`src/sv/arb_pkg.sv`:
```
// Shared constants, types and codes for the audio ring buffer.
package arb_pkg;

    localparam int DEPTH    = 1024;
    localparam int ADDR_W   = $clog2(DEPTH);
    localparam int PTR_W    = ADDR_W + 1;
    localparam int FRAME_W  = 64;
    localparam int LEN_W    = 11;
    localparam int REQ_W    = 7;
    localparam int MAX_READ = 64;
    localparam int K_W      = (MAX_READ > 1) ? $clog2(MAX_READ) : 1;
    localparam int CNT_W    = 32;
    localparam int LIMIT_W  = 13;
    localparam int TARGET_W = 11;
    localparam int KEEP_W   = TARGET_W + 1;
    localparam int CFG_IDX_W = 1;
    localparam int CFG_W    = 13;

    localparam logic [PTR_W-1:0]    DEPTH_P        = PTR_W'(DEPTH);
    localparam logic [REQ_W-1:0]    MAX_READ_P     = REQ_W'(MAX_READ);
    localparam logic [LIMIT_W-1:0]  LIMIT_RESET    = LIMIT_W'(512);
    localparam logic [TARGET_W-1:0] TARGET_RESET   = TARGET_W'(256);

    localparam logic [CFG_IDX_W-1:0] REG_BACKLOG_LIMIT = 1'd0;
    localparam logic [CFG_IDX_W-1:0] REG_TARGET_LEVEL  = 1'd1;

    localparam logic CMD_WRITE = 1'b0;
    localparam logic CMD_READ  = 1'b1;

    localparam logic KIND_STATUS = 1'b0;
    localparam logic KIND_FRAME  = 1'b1;

    typedef enum logic [3:0] {
        ST_IDLE  = 4'b0001,
        ST_TRIM  = 4'b0010,
        ST_COUNT = 4'b0100,
        ST_EMIT  = 4'b1000
    } arb_state_t;

    typedef struct packed {
        logic wr;
        logic rd_load;
        logic trim;
        logic count;
        logic issue;
    } arb_cmd_t;

    typedef struct packed {
        logic emit_last;
    } arb_sts_t;

endpackage

```
`src/sv/arb_ctrl.sv`:
```
// Controller state machine that sequences read requests.
module arb_ctrl (
    input  logic               clk,
    input  logic               rst_n,
    input  logic               start,
    input  logic               cmd,
    input  arb_pkg::arb_sts_t  sts,
    output arb_pkg::arb_cmd_t  ctl,
    output logic               busy
);

    arb_pkg::arb_state_t state_reg, state_next;
    logic accept;

    assign busy   = (state_reg != arb_pkg::ST_IDLE);
    assign accept = start && !busy;

    always_comb
    begin
        state_next    = state_reg;
        ctl           = '0;
        ctl.wr        = accept && (cmd == arb_pkg::CMD_WRITE);
        ctl.rd_load   = accept && (cmd == arb_pkg::CMD_READ);
        case (state_reg)
            arb_pkg::ST_IDLE:
            begin
                if (ctl.rd_load)
                begin
                    state_next = arb_pkg::ST_TRIM;
                end
            end
            arb_pkg::ST_TRIM:
            begin
                ctl.trim   = 1'b1;
                state_next = arb_pkg::ST_COUNT;
            end
            arb_pkg::ST_COUNT:
            begin
                ctl.count  = 1'b1;
                state_next = arb_pkg::ST_EMIT;
            end
            arb_pkg::ST_EMIT:
            begin
                ctl.issue = 1'b1;
                if (sts.emit_last)
                begin
                    state_next = arb_pkg::ST_IDLE;
                end
            end
            default:
            begin
                state_next = arb_pkg::ST_IDLE;
            end
        endcase
    end

    always_ff @(posedge clk or negedge rst_n)
    begin
        if (!rst_n)
        begin
            state_reg <= arb_pkg::ST_IDLE;
        end
        else
        begin
            state_reg <= state_next;
        end
    end

endmodule

```
`config.mk`:
```
export PLATFORM = sky130hd
export DESIGN_NAME = arb_ctrl
export DESIGN_NICKNAME = d
export VERILOG_FILES = /design/src/sv/arb_pkg.sv /design/src/sv/arb_ctrl.sv
export SDC_FILE = /design/constraint.sdc
export NUM_CORES = 1
export LEC_CHECK = 0
export BUFFER_PORTS_ARGS = -buffer_cell sky130_fd_sc_hd__buf_4
export CAP_MARGIN = 20
export CORE_AREA = 2 2 39 41
export CTS_CLUSTER_DIAMETER = 50
export DETAILED_ROUTE_END_ITERATION = 16
export DIE_AREA = 0 0 41 43
export SETUP_SLACK_MARGIN = 0.1
export SLEW_MARGIN = 20
export SYNTH_ARGS = -nofsm -noshare
export SYNTH_HDL_FRONTEND = slang
export SYNTH_SLANG_ARGS = --single-unit
export TNS_END_PERCENT = 5
```
`constraint.sdc`:
```
create_clock -name clk -period 1.9 [get_ports clk]
set_input_delay 0.285 -clock clk [delete_from_list [all_inputs] [get_ports clk]]
set_output_delay 0.285 -clock clk [all_outputs]
set_load 0.05 [all_outputs]
```
==> results.py, run 1 <==
metrics = {
    "critical_path": {
        "critical_path_class": "reg -> out",
        "critPathBufInv": 1,
        "slowest_stage": "dfstp_2",
        "slowest_delay_ps": 550,
        "arrival_ps": 1450,
        "startpoint_type": "register",
        "cp_max_fo": 4,
        "critical_path.top_delay_family": "flip-flops",
        "cp-end-kind": "output pin",
        "crit_required_ps": 1620,
        "path_cells": "nor4b_4 -> nand2_1 -> nor2_1 -> buf_6",
    },
    "global_route": {
        "grt_util_met3_pct": 5.76,
        "grt_pass1_wl_um": 765,
        "grt-busiest-layer": "met1",
        "met2_usage_pct": 7.50,
        "use_met1_pct": 8.20,
        "grt-ovfl-total": 0,
        "track_usage_pct": 7.27,
        "grt_start_max_net_pins": 6,
        "antenna_found_initial": 0,
        "grt_pass1_vias": 173,
    },
    "placement": {
        "io_buffers": 10,
        "dp.cells": 43,
        "gp_congestion": 0.588,
        "hpwl_um": 359,
    },
    "die": {
        "io_pins": 11,
        "chipHeight_um": 43,
        "core-area_sq_um": 1380,
        "die_area_sq_um": 1760,
        "die_w_um": 41,
        "row_count": 14,
        "start_util_pct": 15.9,
    },
    "clocking": {
        "clockRootBuffer": "clkbuf_4",
        "clkSlewWorstSetupHoldPaths_ps": 40,
        "cts_made_buffers": 3,
        "htreeDepth": 1,
        "clock_path_buffers": 2,
        "clkLatencyLatePin_ps": 240,
        "numClockSinks": 4,
        "cts_tree": "done",
    },
    "route": {
        "num_vias": 206,
        "drt-pass1-iter-count": 6,
        "vias_per_cell": 4.04,
        "wirelength_um": 512,
        "drtAntennaViolNets": 0,
        "drt_iter0_drc": 3,
        "wire_per_inst_um": 10.0,
        "drc": 0,
    },
    "power": {
        "seq_power_share_pct": 32.8,
        "clkPwrFrac_pct": 37.6,
        "leakagePower_uw": 0.000192,
        "p_sw_uw": 94.0,
        "ir_drop_uv": 322,
        "intPower_uw": 215,
        "sw_frac_of_total_pct": 30.4,
        "p_per_area_nw_per_um2": 779,
        "p_comb_share_pct": 29.7,
    },
    "timing": {
        "fmax_mhz": 577,
        "maxSlewHeadroom_pct": 81.7,
        "finalSetupTns_ps": 0,
        "final_hold_viol_count": 0,
        "worst_slew_pin_slew_ps": 274,
        "finalSetupViolCount": 0,
        "clock_skew_ps": 7.57,
        "period_share_pct": 91.3,
        "rsz0062_at_grt": "yes",
        "slew_viol_final": 0,
        "period_minus_slack_ps": 1730,
    },
    "synthesis": {
        "synth_area_sq_um": 220,
        "ys_warn_count": 0,
        "synth_cells": 18,
        "netlist-cell-type-count": 12,
        "ys_seq_area_share_pct": 46.0,
        "syn-num-nets": 23,
        "ys_ff_latch": 4,
        "syn_area_per_cell_sq_um": 12.2,
    },
    "finish": {
        "layout_commonest_cell": "buf_4",
        "fill_cells": 156,
        "area_delta_synth_final_pct": 80.1,
        "drive_gt1_share_pct": 68.6,
        "antenna_cells": 0,
        "largest_reg_flops": 4,
        "fin_nets": 41,
        "final_cell_mix": "buf_4, clkbuf_4",
        "final_cells": 51,
    },
    "status": {
        "status": "finished, final reports clean",
    },
    "min_path": {
        "hp-class": "in -> reg",
    },
    "run": {
        "drv_cap": 0,
    },
}
[metrics by stage]
stage	hold WS, ps	cell area (sq um)	util (%)	setup slack (ps)	power, uW
floorplan	-10.6	235	-	70.5	151
global placement	85.6	323	23.3	348	174
detailed placement	85.6	323	23.3	325	175
CTS	292	375	27.1	110	307
global route	301	397	28.7	20.3	334
finish	302	397	28.7	166	309
[area by class of cell]
cell class                      instances  area, sq um  share of cell area, %
Multi-Input combinational cell         11          124                   31.2
Timing Repair Buffer                   14          115                   29.0
Sequential cell                         4          104                   26.2
Clock buffer                            4         26.3                   6.62
Tap cell                               16         20.0                   5.05
Inverter                                2         7.51                   1.89
[cell usage after synthesis]
library cell | instances | share of area [%]
nor4b_4 | 1 | 11
nor2_1 | 1 | 1.7
a21o_1 | 1 | 3.4
inv_1 | 2 | 3.4
nor3_1 | 1 | 2.3
dfstp_2 | 1 | 12
nand2_1 | 1 | 1.7
and3_1 | 2 | 5.7
dfrtp_1 | 3 | 34
buf_4 | 1 | 3.4
nor4b_1 | 2 | 8.0
nor4b_2 | 2 | 14
[routing by layer]
layer | up-vias | wire [um]
met1 | 94 | 203
met4 | 0 | 0
met2 | 13 | 236
met5 | - | 0
li1 | 99 | -
met3 | 0 | 72
[logic make-up (layout without fill, tap and decap cells)]
kind of cell | count (synthesis) | after routing | share of synthesized area (%)
simple gates | 10 | 10 | 43.7
flops | 4 | 4 | 46.0
buf+inv | 3 | 20 | 6.82
compound gates | 1 | 1 | 3.41
[worst reg2reg max path, cell delays in order, from the launching register on]
cell and delay [ps]:
dfstp_2 550, nor4b_4 260, and3_4 240, nor3_1 50
[worst paths after layout]
kind,start,end,slack (ps),cells past startpoint
max,state_reg[0],ctl[4],170,4
min,start,state_reg[1],300,2
max reg2reg,state_reg[0],state_reg[0],710,3
min reg2reg,state_reg[2],state_reg[2],550,1
max in group asynchronous,rst_n,state_reg[0],1320,2
min in group asynchronous,rst_n,state_reg[2],380,2
[power by group through the flow]
stage	Sequential, uW	Combinational, uW	Clock (uW)
detailed placement	104	70.4	0
CTS	103	80.7	124
global placement	104	70.4	0
floorplan	103	48.3	0
global route	102	97.6	134
finish	101	91.7	116
[what timing repair did]
item | 4_1_cts | 5_1_grt
pin swaps | 0 | 1
hold buffers | 1 | 0
hold endpoints to repair | 3 | 0
resized for setup | 2 | 3
buffers inserted | 1 | 2
setup endpoints to repair | 1 | 3
(Power assumes the default switching activity.)
==> inputs of run 2 (changes only) <==
--- a/config.mk
+++ b/config.mk
@@ -5,9 +5,11 @@
 export SDC_FILE = /design/constraint.sdc
 export NUM_CORES = 1
 export LEC_CHECK = 0
-export BUFFER_PORTS_ARGS = -buffer_cell sky130_fd_sc_hd__buf_4
+export ABC_AREA = 1
+export BUFFER_PORTS_ARGS = -buffer_cell sky130_fd_sc_hd__buf_2
 export CAP_MARGIN = 20
 export CORE_AREA = 2 2 39 41
+export CTS_BUF_LIST = sky130_fd_sc_hd__clkbuf_4 sky130_fd_sc_hd__clkbuf_8
 export CTS_CLUSTER_DIAMETER = 50
 export DETAILED_ROUTE_END_ITERATION = 16
 export DIE_AREA = 0 0 41 43
==> run 2 against run 1 <==
Critical path depth increased by 3. Global-route usage is 1.5 points lower. Sequential share of layout area grew 4.9 points. Core utilization decreased by 5.1 points. Die area stayed put. Clock-buffer cell count did not move. Setup slack gained 53 ps. Combinational power up 130%. Critical path type unchanged. Largest power group is now combinational cells. Highest routed layer unchanged.
==> results.py, run 2 <==
metrics = {
    "clocking": {
        "ctsHoldBuffers": 1,
        "cts_tree": "done",
        "cts-resized-gates": 0,
        "clock_path_buffers": 2,
        "clkLatencyLatePin_ps": 240,
        "cts_made_buffers": 3,
        "htreeDepth": 1,
        "numClockSinks": 4,
        "clkSlewWorstSetupHoldPaths_ps": 40,
        "clockRootBuffer": "clkbuf_4",
        "post_cts_buffers": 0,
    },
    "die": {
        "chipHeight_um": 43,
        "start_util_pct": 16.2,
        "core-area_sq_um": 1380,
        "die_w_um": 41,
        "die_area_sq_um": 1760,
        "row_count": 14,
        "io_pins": 11,
    },
    "timing": {
        "final_hold_viol_count": 0,
        "timing.final.ws_setup_ps": 219,
        "clock_skew_ps": 8.32,
        "period_minus_slack_ps": 1680,
        "slew_viol_final": 0,
        "worst_slew_pin_slew_ps": 253,
        "maxSlewHeadroom_pct": 83.3,
        "finalSetupViolCount": 0,
        "holdWs_ps": 237,
        "period_share_pct": 88.5,
        "fmax_mhz": 595,
        "rsz0062_at_grt": "no",
    },
    "power": {
        "p_per_area_nw_per_um2": 1410,
        "leakagePower_uw": 0.000218,
        "ir_drop_uv": 448,
    },
    "finish": {
        "layout_commonest_cell": "buf_2",
        "final_cells": 61,
        "fill_cells": 158,
        "area_delta_synth_final_pct": 45.8,
        "antenna_cells": 0,
        "largest_reg_flops": 4,
        "drive_gt1_share_pct": 44.4,
        "final_cell_mix": "buf_2, inv_1, nor2_1",
        "fin_util_pct": 23.6,
        "fin_area_sq_um": 327,
        "fin_nets": 51,
    },
    "status": {
        "status": "finished, final reports clean",
    },
    "route": {
        "drc": 0,
        "num_vias": 216,
        "wirelength_um": 400,
        "drt-pass1-iter-count": 2,
        "vias_per_cell": 3.54,
        "drt_iter0_drc": 1,
        "drtAntennaViolNets": 0,
        "wire_per_inst_um": 6.56,
    },
    "synthesis": {
        "synth-edff-count": 0,
        "synth_top_area_cell": "dfrtp_1",
        "ys_warn_count": 0,
        "ys_seq_area_share_pct": 45.3,
        "synth_commonest_cells": "inv_1, nor2_1, dfrtp_1, nand3_1, o21ai_1",
        "ys.flop_type": "dfrtp_1",
        "syn_area_per_cell_sq_um": 7.22,
        "synth_top_area_share_pct": 33.5,
        "synth_cells": 31,
        "ys_ff_latch": 4,
        "synth_area_sq_um": 224,
        "syn-num-nets": 36,
        "synth_most_common_cell": "inv_1",
        "netlist-cell-type-count": 11,
        "synth_area_leaders": "dfrtp_1, inv_1, dfstp_2",
        "async_flop_share_pct": 100,
    },
    "critical_path": {
        "worstReg2RegStart": "state_reg[0]",
        "crit_required_ps": 1620,
        "cp_max_fo": 3,
        "cp-end-kind": "output pin",
        "startpoint_type": "register",
        "critical_path_class": "reg -> out",
        "arrival_ps": 1400,
        "startpoint": "state_reg[0]",
    },
    "placement": {
        "io_buffers": 10,
        "hpwl_um": 371,
        "placed_cell_area_sq_um": 287,
        "dp.cells": 56,
        "dpl_worst_slack_ps": 454,
        "gp_congestion": 0.667,
    },
    "min_path": {
        "hp-class": "in -> reg",
        "hold_start": "sts",
    },
    "global_route": {
        "grt_pass1_vias": 205,
        "track_usage_pct": 5.73,
        "grt_start_max_net_pins": 5,
        "grt_pass1_wl_um": 676,
        "grt-ovfl-total": 0,
        "antenna_found_initial": 0,
    },
    "run": {
        "drv_cap": 0,
    },
}
==> run 2: cell count changes in the layout (fill, tap and decap cells not counted), sizes merged, moves of 2 or more <==
cell	previous run	this run
nor4b	5	0
nor2	1	8
nand3	0	3
inv	2	9
o21ai	0	3
buf	13	10
nand2	1	3
and3	2	0
==> run 2: per-stage QoR <==
| step | TNS [ps] | power, uW |
|---|---|---|
| 2_1_floorplan | -71.1 | 295 |
| 3_3_place_gp | 0 | 333 |
| 3_5_place_dp | 0 | 338 |
| 4_1_cts | 0 | 469 |
| 5_1_grt | 0 | 496 |
| 6_report | 0 | 462 |
==> run 2: worst paths after layout <==
path / endpoint / slack (ps) / depth (start not counted)
max: ctl[3] / 220 / 7
min: state_reg[3] / 240 / 2
max reg2reg: state_reg[0] / 910 / 6
min reg2reg: state_reg[2] / 580 / 2
max in group asynchronous: state_reg[0] / 1310 / 2
min in group asynchronous: state_reg[3] / 380 / 2
==> run 2: layout make-up <==
type	instances	area [sq um]	share of cell area [%]
clock buffers	4	30.0	9.20
flip-flops and latches	4	101	31.0
multi-input cells	17	81.3	24.9
repair buffers	11	60.1	18.4
well taps	16	20.0	6.13
inverters	9	33.8	10.3
==> run 2: layer usage <==
metal / track usage [%] / vias to the layer above / share of wire (%)
met5: 0 / - / 0
met4: 4.00 / 0 / 0
li1: - / 118 / -
met2: 9.06 / 10 / 48
met1: 6.15 / 88 / 42
met3: 1.57 / 0 / 10
==> run 2: cells by family (layout without fill, tap and decap cells) <==
group / Yosys count / after routing / share of synthesized area, %
DFF: 4 / 4 / 45.3
buffers and inverters: 10 / 24 / 18.4
and+or+nand+nor: 14 / 14 / 29.6
AOI/OAI and AO/OA: 3 / 3 / 6.70
==> run 2: worst max-delay path, stage by stage (launching register included) <==
cell and delay (ps):
dfstp_2 520, inv_1 50, nor2_2 80, nand2_2 70, inv_2 60, nand2_2 50
nor2_1 70, buf_2 260
==> run 2: power by group <==
| group | total [uW] | internal [uW] | switching, uW |
|---|---|---|---|
| combinational | 213 | 54.5 | 158 |
| clock | 128 | 93.0 | 35.0 |
| sequential | 121 | 110 | 10.6 |
| total | 462 | 258 | 204 |
